$ cat config.mk
export PLATFORM = sky130hd
export DESIGN_NAME = median_then_moving_average_unit
export DESIGN_NICKNAME = d
export VERILOG_FILES = /design/src/rtl/mtma_pkg.sv /design/src/rtl/median_then_moving_average_unit.sv
export VERILOG_INCLUDE_DIRS = /design/src /design/src/rtl
export SDC_FILE = /design/constraint.sdc
export NUM_CORES = 2
export LEC_CHECK = 0
export ABC_AREA = 1
export BUFFER_PORTS_ARGS = -buffer_cell sky130_fd_sc_hd__buf_4
export CAP_MARGIN = 10
export CORE_ASPECT_RATIO = 1.75
export CORE_MARGIN = 4
export CORE_UTILIZATION = 50
export DETAILED_ROUTE_END_ITERATION = 12
export GPL_TIMING_DRIVEN = 0
export PLACE_DENSITY = 0.67
export REMOVE_ABC_BUFFERS = 1
export SYNTH_ARGS = -nofsm -noshare
export SYNTH_HDL_FRONTEND = slang
export SYNTH_SLANG_ARGS = --single-unit
$ cat constraint.sdc
create_clock -name clk -period 19.2 [get_ports clk]
set_input_delay 1.92 -clock clk [delete_from_list [all_inputs] [get_ports clk]]
set_output_delay 1.92 -clock clk [all_outputs]
set_load 0.02 [all_outputs]
$ cat src/rtl/median_then_moving_average_unit_assert.svh
// ----------------------------------------------------------------------------
// Assertion macros used by the median / moving average RTL
// ----------------------------------------------------------------------------
`ifndef MEDIAN_THEN_MOVING_AVERAGE_UNIT_ASSERT_SVH
`define MEDIAN_THEN_MOVING_AVERAGE_UNIT_ASSERT_SVH

// same-cycle implication
`define MTMA_ASSERT_IMP(lbl, clk_s, rst_n_s, ante, cons) \
	lbl: assert property (@(posedge clk_s) disable iff (!rst_n_s) (ante) |-> (cons)) \
		else $error("implication check failed");

// next-cycle implication
`define MTMA_ASSERT_NXT(lbl, clk_s, rst_n_s, ante, cons) \
	lbl: assert property (@(posedge clk_s) disable iff (!rst_n_s) (ante) |=> (cons)) \
		else $error("next-cycle check failed");

`endif

$ cat src/rtl/mtma_pkg.sv
// ----------------------------------------------------------------------------
// mtma_pkg
// Types, constants and helpers of the median / moving average unit.
// ----------------------------------------------------------------------------
package mtma_pkg;

	localparam int MED_DEPTH = 11;
	localparam int AVG_DEPTH = 11;
	localparam int SAMPLE_W  = 16;
	localparam int LEN_W     = 4;
	localparam int SUM_W     = 21;
	localparam int CFG_IDX_W = 2;
	localparam int MIDX_W    = $clog2(MED_DEPTH);
	localparam int AIDX_W    = $clog2(AVG_DEPTH);
	localparam int CNT_W     = $clog2(MED_DEPTH + 1);
	localparam int DCNT_W    = $clog2(SUM_W);

	typedef logic signed [SAMPLE_W-1:0] sample_t;
	typedef logic signed [SUM_W-1:0]    sum_t;
	typedef logic [LEN_W-1:0]           len_t;

	typedef enum logic [CFG_IDX_W-1:0] {
		REG_MED_LEN = 2'd0,
		REG_AVG_LEN = 2'd1,
		REG_START   = 2'd2
	} reg_idx_t;

	typedef enum logic [2:0] {
		ST_IDLE,
		ST_MEDIAN,
		ST_UPDATE,
		ST_LOAD,
		ST_DIVIDE,
		ST_FINISH
	} state_t;

	localparam int      RST_MED_LEN_I = 5;
	localparam int      RST_AVG_LEN_I = 4;
	localparam int      RST_START_I   = 400;  // 25.0 in Q12.4
	localparam len_t    RST_MED_LEN   = LEN_W'(RST_MED_LEN_I);
	localparam len_t    RST_AVG_LEN   = LEN_W'(RST_AVG_LEN_I);
	localparam sample_t RST_START     = SAMPLE_W'(RST_START_I);
	localparam sum_t    RST_SUM       = SUM_W'(RST_START_I * RST_AVG_LEN_I);

	// odd length in 1..MED_DEPTH
	function automatic len_t eff_med_len(input len_t r);
		len_t n;
		n = r;
		if (n == '0) n = LEN_W'(1);
		if (n > LEN_W'(MED_DEPTH)) n = LEN_W'(MED_DEPTH);
		if (!n[0]) n = n - LEN_W'(1);
		if (n == '0) n = LEN_W'(1);
		return n;
	endfunction

	function automatic len_t eff_avg_len(input len_t r);
		len_t n;
		n = r;
		if (n == '0) n = LEN_W'(1);
		if (n > LEN_W'(AVG_DEPTH)) n = LEN_W'(AVG_DEPTH);
		return n;
	endfunction

	function automatic sum_t start_sum(input sample_t s, input len_t a);
		sum_t sx;
		sum_t ax;
		sx = SUM_W'(s);
		ax = sum_t'({{(SUM_W-LEN_W){1'b0}}, a});
		return sx * ax;
	endfunction

endpackage

$ cat src/rtl/median_then_moving_average_unit.sv
// ----------------------------------------------------------------------------
// median_then_moving_average_unit
// Sliding median of the last samples, followed by a moving average of the
// medians, signed Q12.4.
// ----------------------------------------------------------------------------
// Usage:
//   Input beat (in_valid/in_ready, sample) is one Q12.4 sample. Each input
//   beat yields exactly one output beat (out_valid/out_ready, smoothed).
//   Configuration beats (cfg_valid/cfg_ready, cfg_index, cfg_data) write
//   median length (0), average length (1) and start value (2); a write to
//   either length refills both windows with the start value.
//   cfg_ready and in_ready are high only while the unit is idle; a pending
//   config beat takes precedence over a sample.
// Sequence:
//   After an input beat the median search tests one candidate per cycle,
//   then the unit updates the running sum, loads the divider, runs the
//   bit-serial divide by the average length and registers the result. A
//   new sample is taken only once the unit is back in idle, so it does not
//   accept a sample before the previous one is through.
// Reset and stalls:
//   Reset loads lengths 5 and 4, start value 25.0 and fills both windows.
//   A finished result waits in the output register; while the previous one
//   is still not taken the unit holds its result and stays busy.
// ----------------------------------------------------------------------------
`include "median_then_moving_average_unit_assert.svh"

module median_then_moving_average_unit (
	input  logic                               clk,
	input  logic                               arst_n,
	input  logic                               in_valid,
	output logic                               in_ready,
	input  mtma_pkg::sample_t                  sample,
	output logic                               out_valid,
	input  logic                               out_ready,
	output mtma_pkg::sample_t                  smoothed,
	input  logic                               cfg_valid,
	output logic                               cfg_ready,
	input  logic [mtma_pkg::CFG_IDX_W-1:0]     cfg_index,
	input  logic [mtma_pkg::SAMPLE_W-1:0]      cfg_data
);
	import mtma_pkg::*;

	state_t state_q, state_nxt;

	len_t    med_len_q, avg_len_q;
	sample_t start_q;
	sample_t med_win_q [MED_DEPTH];
	sample_t avg_win_q [AVG_DEPTH];
	logic [MIDX_W-1:0] med_wpos_q;
	logic [AIDX_W-1:0] avg_wpos_q;
	sum_t    sum_q;

	logic [MIDX_W-1:0] cand_q;
	sample_t           median_q;
	logic [SUM_W-1:0]  quo_q;
	len_t              rem_q;
	logic [DCNT_W-1:0] dcnt_q;
	logic              neg_q;

	logic    out_valid_q;
	sample_t smoothed_q;

	len_t n_len, a_len, half;
	logic in_fire, cfg_fire, out_load;
	logic [MIDX_W-1:0] med_wpos_c, med_wpos_inc;
	logic [AIDX_W-1:0] avg_wpos_c, avg_wpos_inc;
	sample_t cand_val;
	logic [CNT_W-1:0] cnt_lt, cnt_le;
	logic med_hit;
	sum_t sum_nxt;
	logic [LEN_W:0] trial;
	logic div_ge, div_last;
	logic [SUM_W-1:0] quo_signed;
	len_t cfg_len;

	assign n_len   = eff_med_len(med_len_q);
	assign a_len   = eff_avg_len(avg_len_q);
	assign half    = n_len >> 1;
	assign cfg_len = cfg_data[LEN_W-1:0];

	assign in_fire  = in_valid && in_ready;
	assign cfg_fire = cfg_valid && cfg_ready;

	// positions clamp to the current lengths before use
	assign med_wpos_c   = (LEN_W'(med_wpos_q) >= n_len) ? '0 : med_wpos_q;
	assign med_wpos_inc = (LEN_W'(med_wpos_c) + LEN_W'(1) == n_len) ? '0
		: med_wpos_c + MIDX_W'(1);
	assign avg_wpos_c   = (LEN_W'(avg_wpos_q) >= a_len) ? '0 : avg_wpos_q;
	assign avg_wpos_inc = (LEN_W'(avg_wpos_q) + LEN_W'(1) == a_len) ? '0
		: avg_wpos_q + AIDX_W'(1);

	// rank test of one candidate against the occupied window
	assign cand_val = med_win_q[cand_q];
	always_comb begin
		cnt_lt = '0;
		cnt_le = '0;
		for (int j = 0; j < MED_DEPTH; j++) begin
			if (j < int'(n_len)) begin
				if (med_win_q[j] < cand_val)  cnt_lt = cnt_lt + CNT_W'(1);
				if (med_win_q[j] <= cand_val) cnt_le = cnt_le + CNT_W'(1);
			end
		end
	end
	assign med_hit = (CNT_W'(half) >= cnt_lt) && (CNT_W'(half) < cnt_le);

	assign sum_nxt = sum_q - sum_t'(SUM_W'(avg_win_q[avg_wpos_q])) + sum_t'(SUM_W'(median_q));

	// restoring divide, one quotient bit per cycle
	assign trial    = {rem_q, quo_q[SUM_W-1]};
	assign div_ge   = trial >= {1'b0, a_len};
	assign div_last = dcnt_q == DCNT_W'(SUM_W - 1);
	assign quo_signed = neg_q ? (~quo_q + SUM_W'(1)) : quo_q;

	// next state
	always_comb begin
		state_nxt = state_q;
		unique case (state_q)
			ST_IDLE:   if (in_valid && !cfg_valid) state_nxt = ST_MEDIAN;
			ST_MEDIAN: if (med_hit) state_nxt = ST_UPDATE;
			ST_UPDATE: state_nxt = ST_LOAD;
			ST_LOAD:   state_nxt = ST_DIVIDE;
			ST_DIVIDE: if (div_last) state_nxt = ST_FINISH;
			ST_FINISH: if (!out_valid_q || out_ready) state_nxt = ST_IDLE;
			default:   state_nxt = ST_IDLE;
		endcase
	end

	// outputs of the sequencer
	always_comb begin
		in_ready  = 1'b0;
		cfg_ready = 1'b0;
		out_load  = 1'b0;
		unique case (state_q)
			ST_IDLE: begin
				cfg_ready = 1'b1;
				in_ready  = !cfg_valid;
			end
			ST_FINISH: out_load = !out_valid_q || out_ready;
			default: begin
				in_ready  = 1'b0;
			end
		endcase
	end

	always_ff @(posedge clk or negedge arst_n) begin
		if (!arst_n) begin
			state_q     <= ST_IDLE;
			out_valid_q <= 1'b0;
		end else begin
			state_q <= state_nxt;
			if (out_load)
				out_valid_q <= 1'b1;
			else if (out_ready)
				out_valid_q <= 1'b0;
		end
	end

	// registers, windows and running sum
	always_ff @(posedge clk or negedge arst_n) begin
		if (!arst_n) begin
			med_len_q  <= RST_MED_LEN;
			avg_len_q  <= RST_AVG_LEN;
			start_q    <= RST_START;
			med_wpos_q <= '0;
			avg_wpos_q <= '0;
			sum_q      <= RST_SUM;
			for (int i = 0; i < MED_DEPTH; i++) med_win_q[i] <= RST_START;
			for (int i = 0; i < AVG_DEPTH; i++) avg_win_q[i] <= RST_START;
		end else begin
			if (cfg_fire) begin
				unique case (cfg_index)
					REG_MED_LEN, REG_AVG_LEN: begin
						if (cfg_index == REG_MED_LEN) begin
							med_len_q <= cfg_len;
							sum_q     <= start_sum(start_q, a_len);
						end else begin
							avg_len_q <= cfg_len;
							sum_q     <= start_sum(start_q, eff_avg_len(cfg_len));
						end
						med_wpos_q <= '0;
						avg_wpos_q <= '0;
						for (int i = 0; i < MED_DEPTH; i++) med_win_q[i] <= start_q;
						for (int i = 0; i < AVG_DEPTH; i++) avg_win_q[i] <= start_q;
					end
					REG_START: start_q <= cfg_data;
					default: start_q <= start_q;  // no such register
				endcase
			end
			if (in_fire) begin
				med_win_q[med_wpos_c] <= sample;
				med_wpos_q <= med_wpos_inc;
				avg_wpos_q <= avg_wpos_c;
			end
			if (state_q == ST_UPDATE) begin
				sum_q <= sum_nxt;
				avg_win_q[avg_wpos_q] <= median_q;
				avg_wpos_q <= avg_wpos_inc;
			end
		end
	end

	// datapath of the shared unit
	always_ff @(posedge clk) begin
		if (in_fire)
			cand_q <= '0;
		else if (state_q == ST_MEDIAN && !med_hit)
			cand_q <= cand_q + MIDX_W'(1);
		if (state_q == ST_MEDIAN && med_hit)
			median_q <= cand_val;
		if (state_q == ST_LOAD) begin
			neg_q  <= sum_q[SUM_W-1];
			quo_q  <= sum_q[SUM_W-1] ? (~sum_q + SUM_W'(1)) : sum_q;
			rem_q  <= '0;
			dcnt_q <= '0;
		end else if (state_q == ST_DIVIDE) begin
			quo_q  <= {quo_q[SUM_W-2:0], div_ge};
			rem_q  <= div_ge ? LEN_W'(trial - {1'b0, a_len}) : LEN_W'(trial);
			dcnt_q <= dcnt_q + DCNT_W'(1);
		end
		if (out_load)
			smoothed_q <= quo_signed[SAMPLE_W-1:0];
	end

	assign out_valid = out_valid_q;
	assign smoothed  = smoothed_q;

	`MTMA_ASSERT_NXT(a_start_search, clk, arst_n, in_fire, state_q == ST_MEDIAN)
	`MTMA_ASSERT_IMP(a_cand_range, clk, arst_n, state_q == ST_MEDIAN, LEN_W'(cand_q) < n_len)
	`MTMA_ASSERT_IMP(a_wpos_range, clk, arst_n, state_q == ST_IDLE,
		(LEN_W'(med_wpos_q) < n_len) && (LEN_W'(avg_wpos_q) < a_len))
	`MTMA_ASSERT_IMP(a_rem_range, clk, arst_n, state_q == ST_DIVIDE, rem_q < a_len)
	`MTMA_ASSERT_NXT(a_hold_result, clk, arst_n,
		state_q == ST_FINISH && out_valid_q && !out_ready, state_q == ST_FINISH && out_valid_q)

endmodule
Word level (Yosys, flattened, before mapping) --
Index checks and enable logic that the tools add are counted.
Storage, ports and cells: bits in read-only memories 0, output and inout bits 19, memory bits (writable) 0, flip-flop bits (word level) 476, bits in latches 0, memories 0, word-level logic and storage cells 274, input port bits 39
Cells by class: reduce and logical (&&, ||, !) cells 34, $mul 2, $lt $le $gt $ge 46, bitwise gates (word level) 6, add/sub/neg operators 30, mux-type cells 104, divide/modulo/power cells 0, equality and inequality tests 15, shift operators 0
Operator list (count):
- $mux 176 | 6
- $bwmux 176 | 2
- $mux 4 | 64
- $le 16x16->1 | 11
- $lt 16x16->1 | 11
- $mux 21 | 7
- $bmux 16 s4 | 2
- $demux 16 s4 | 2
- $mux 16 | 7
- $add 4x1->4 const B | 23
- $mul 16x5->21 | 2
- $add 21x16->21 | 1
- $add 21x2->21 const B | 1
- $not 21->21 | 1
- $sub 21x16->21 | 1
- $pmux 3 s6 | 1
- $add 16x1->16 const B | 1
- $logic_not 4->1 | 4
- $lt 3x4->1 const A | 4
- $not 16->16 | 1
- $ge 5x5->1 const B | 3
- $not 4->5 | 3
- $gt 4x4->1 const B | 3
- $lt 4x4->1 const A | 3
- other kinds (33) | 73

Depth between registers and ports, before layout --
depth after elaboration 44, gate-level depth with buffers 68, gate-level depth less buffers 65

Worst setup path before layout --
Ideal clock, no wire load.
path kind register to register, start point register cand_q[1], end point register median_q[0] (enable), setup slack 10.192 ns, buffers on the path 3, setup time 0.400 ns, arrival time 8.608 ns, stages on the path, launching flop included 65, data required time 18.800 ns, clock period less this slack 9.008 ns, cells stage by stage dfxtp_1 > clkbuf_1 > inv_1 > nor2_1 > clkbuf_1 > clkbuf_1 > nand2_1 > o21ai_0 > nand2_1 > nand2_1 > inv_1 > ha_1 > inv_1 > nor2_1 > nor2_1 > o21a_1 > o221ai_1 > nand2_1 > [29 not listed] > nand2_1 > nand2_1 > nand3_1 > nand3_1 > nand3_2 > ha_1 > nand2_1 > nand2_2 > ha_1 > o21ai_0 > ha_1 > nand2_1 > nand2_1 > nand2_1 > nand2_1 > nand3_2 > nand2_4 > nor4_2
Between the ends: word-level cells in the longest chain between the ends 40
Ends and longest elaborated chain:
- start, declared | RTL line median_then_moving_average_unit.sv:53 | logic [MIDX_W-1:0] cand_q;
- start signal, assigned | RTL line median_then_moving_average_unit.sv:207 | cand_q <= cand_q + MIDX_W'(1);
- $not 4->5 (not written as such) (*) | RTL line median_then_moving_average_unit.sv:93 | assign cand_val = med_win_q[cand_q];
- $bmux 16 s4 (*) | RTL line median_then_moving_average_unit.sv:93
- $mux 16 (not written as such) (*) (2 in series) | RTL line median_then_moving_average_unit.sv:93
- net cand_val[1] | RTL line median_then_moving_average_unit.sv:67 | sample_t cand_val;
- $lt 16x16->1 or $le 16x16->1 (tied branches) | RTL line median_then_moving_average_unit.sv:99, median_then_moving_average_unit.sv:100
- $mux 1, on equally long branches | RTL line median_then_moving_average_unit.sv:99, median_then_moving_average_unit.sv:100
- $mux 1 | RTL line median_then_moving_average_unit.sv:98 | if (j < int'(n_len)) begin
- $add 4x1->4, on equally long branches | RTL line median_then_moving_average_unit.sv:99, median_then_moving_average_unit.sv:100
- [24 not listed]
- $mux 4, on equally long branches | RTL line median_then_moving_average_unit.sv:99, median_then_moving_average_unit.sv:100
- $mux 4 | RTL line median_then_moving_average_unit.sv:98
- $add 4x1->4, on equally long branches | RTL line median_then_moving_average_unit.sv:99, median_then_moving_average_unit.sv:100
- $mux 4, on equally long branches | RTL line median_then_moving_average_unit.sv:99, median_then_moving_average_unit.sv:100
- $mux 4 | RTL line median_then_moving_average_unit.sv:98
- $ge 3x4->1 or $lt 3x4->1 (tied branches) | RTL line median_then_moving_average_unit.sv:104 | assign med_hit = (CNT_W'(half) >= cnt_lt) && (CNT_W'(half) < cnt_le);
- $logic_and 1x1->1 (*) | RTL line median_then_moving_average_unit.sv:104
- $logic_and 1x1->1 (*) | RTL line median_then_moving_average_unit.sv:208 | if (state_q == ST_MEDIAN && med_hit)
- end signal, assigned | RTL line median_then_moving_average_unit.sv:209 | median_q <= cand_val;
- end, declared | RTL line median_then_moving_average_unit.sv:54 | sample_t median_q;
The timed path passes the listed nets; every way through them passes the cells marked *. The select of a mux whose other input is x is not followed. A chain may end at the register's enable or synchronous reset.

Final worst setup path --
start point register cand_q[1], end point register median_q[8] (enable)
The elaborated chain is that of the path after synthesis.

==> impl_results.md <==
* Main flop type after synthesis: dfrtp_1
* Largest net degree at the start of global routing at approximately 130
* Die area at between 70000 and 80000 sq um
* RSZ-0062 raised after global routing: no
* Core area at ~72000 sq um
* WS Path Type: flip-flop to flip-flop
* Area grow syn2layout at 8.41%
* Nets at 4977
* Crit-path slowest cell: dfxtp_1
* Top-count cell post-synth: inv_1
* First-pass GRT wire length at 179000 um
* Clock Tree Root: clkbuf_16
* Ys async rst share at 85.9%
* I/O pin cnt at 58
* H-tree Lvls at 2
* Top cells by count, synth: inv_1, nand2_1, a21oi_1
* Fin. Hold Viols at 0
* Crit end category: flip-flop
* # hold bufs at CTS at 0
* Syn. warnings at 0
* WL final at between 100000 and 150000 um
* Post-DR vias/cell at 5.92
* Final cell count without fillers at ~5500
* Synth area leaders: dfrtp_1, ha_1, a21oi_1
* # rows at 130
* Sinks on Clock Net at between 400 and 500
* Max-cap viol count at 0
* Area of the multi-input gates at between 20000 and 25000 sq um
* Die H at ~360 um
* Startpoint Class: flip-flop
* CTS-repair resized insts at 0
* Setup slack, reg-to-reg at just under 7 ns
* Slowest cell delay on critical path at 1.19 ns
* Clk slew on worst S/H paths at roughly 0.07 ns
* Worst r2r path cells at 60
* Sequential cell area at approximately 12000 sq um
* Max-slew violation count at 0
* CP Data Arrival Time at around 13 ns
* Placed Cells at 5400
* Clock skew at a little under 0.04 ns
* Max frequency at about 81 MHz
* Number of global-route vias before repair at roughly 32000
* Wire per inst at 20.9 um
* Final setup vio count at 0
* Die W at around 210 um
* DRT Pass-1 Iters at 6
* All-Layer GR Usage at between 20 and 30%
* Post-CTS Setup Bufs at 0
* HPWL after DPL at 83500 um
* Fin crit share at between 60% and 70%
* Min Tclk post-route at around 12 ns
* Placed cell area at around 38000 sq um
* Gr ovfl total at 0
* Crit path top cell by count: nand2_1
* Cells after synthesis at roughly 4600
* Number of unique standard cell types used by synthesis at 64
* Placer Congestion at around 0.94
* Setup TNS at 0 ns
* Min-Delay Path Class: flip-flop to flip-flop
* Clock Path Buffers at 3
* TritonCTS clock tree: done
* Status: finished clean
* First DRT Iteration DRCs at roughly 2200
* Post-layout util at between 50% and 60%
* Synthesized flop and latch total at between 400 and 500
* # port buffers at 57
* Synthesized cell area at 36300 sq um
* EDFF count, synth at between 50 and 60
* Worst Tran Pin Value at approximately 1.3 ns
* Layout cells sized above 1 at approximately 8.5%
* Worst slew margin at roughly a tenth
* Synth area leader: dfrtp_1
* Syn avg cell area at just under 8 sq um
* CTS Buf Count at 47
* Fin area at 39300 sq um
* Crit path max fanout at 21
* Clock latency on the worst-skew pair at roughly 0.64 ns
* Worst path required time at 19.51 ns
* Initial antenna violation count at 0
* Area share of the largest cell type after synthesis at 23.0%
* WHS Path Cells at 0
* Initial Utilization at 50.5%
* DRC Markers at 0
* ANT nets after route at 0
* # fillers at 6834
* Vias at approximately 32000
* Post-synthesis sequential area ratio at ~34%
==> worst paths after layout <==
check,endpoint,start
worst max-delay path,median_q[8]$_DFFE_PP_,cand_q[1]$_SDFFE_PP0P_
worst min-delay path,smoothed[0]$_DFFE_PP_,quo_q[0]$_DFFE_PP_
worst max register to register,median_q[8]$_DFFE_PP_,cand_q[1]$_SDFFE_PP0P_
max in group asynchronous,start_q[15]$_DFFE_PN0P_,arst_n
worst min register to register,smoothed[0]$_DFFE_PP_,quo_q[0]$_DFFE_PP_
min in group asynchronous,med_win_q[117]$_DFF_PN0_,arst_n
==> kinds of logic after synthesis <==
logic type / share of synthesized area (%)
buffers and inverters: 9.69
xor gates and xnor gates: 1.79
AOI/OAI and AO/OA: 22.1
DFF: 33.7
and+or+nand+nor: 16.8
adders and majority gates: 16.0
==> layout by cell type, fill, tap and decap left out, drive strengths merged, types with 11 or more instances in the layout <==
| master | Yosys | routed |
|---|---|---|
| o211ai | 49 | 49 |
| o22ai | 40 | 40 |
| a31oi | 12 | 12 |
| a21oi | 506 | 506 |
| buf | 15 | 86 |
| ha | 325 | 325 |
| a22oi | 160 | 160 |
| a221oi | 21 | 21 |
| o21a | 11 | 11 |
| dfrtp | 334 | 334 |
| clkbuf | 226 | 63 |
| clkinv | 8 | 18 |
| nor3 | 36 | 36 |
| a211oi | 141 | 141 |
| dfxtp | 13 | 13 |
| nand2 | 663 | 663 |
| dfstp | 75 | 75 |
| nor2 | 382 | 382 |
| or2 | 14 | 14 |
| edfxtp | 54 | 54 |
| inv | 682 | 686 |
| nand3 | 244 | 244 |
| xnor2 | 20 | 20 |
| xor2 | 54 | 54 |
| nand4 | 34 | 34 |
| o21ai | 364 | 364 |
| fa | 87 | 87 |
| o221ai | 12 | 12 |
==> per-stage QoR <==
stage,worst slack (ns),hold slack [ns]
CTS,7.07,0.477
global route,6.25,0.504
detailed placement,7.08,0.467
finish,6.92,0.468
global placement,2.36,0.464
floorplan,8.61,0.451
==> critical path, delay by kind of cell (launching register included) <==
family                     cells  cell delay, ns
buffers and inverters         10            2.34
and+or+nand+nor               35            4.21
AOI/OAI and AO/OA              6            1.57
DFF                            1            1.19
adders and majority gates      9            2.63
==> layer usage <==
layer | part of all wire (%) | global-route usage (%) | vias up | wire length (um)
met5 | 0 | 0 | - | 0
met1 | 36 | 32.0 | 15600 | 41400
li1 | - | - | 15500 | -
met3 | 4.5 | 3.17 | 411 | 5170
met2 | 50 | 52.4 | 986 | 57800
met4 | 9.2 | 22.0 | 0 | 10500
==> final cells by class <==
class                   count  area share, %
diodes                      1        0.00636
clock buffers              63           3.27
clock inverters            23          0.881
inverters                 690           6.62
multi-input cells        3225           52.7
flip-flops and latches    476           31.1
well taps                 924           2.94
repair buffers             86           2.49
==> state kept, by name (all words and copies together) (netlist names) <==
| signal | cells |
|---|---|
| rem_q | 4 |
| med_wpos_q | 4 |
| avg_len_q | 4 |
| dcnt_q | 5 |
| neg_q | 1 |
| median_q | 16 |
| start_q | 16 |
| quo_q | 21 |
| avg_wpos_q | 4 |
| med_len_q | 4 |
| smoothed | 16 |
| cand_q | 4 |
| state_q | 3 |
| avg_win_q | 176 |
| sum_q | 21 |
| med_win_q | 176 |
| out_valid | 1 |
Power is left out: the tool's default activity adds up to more than one toggle a clock period on the data nets, which glitch-free logic cannot reach.
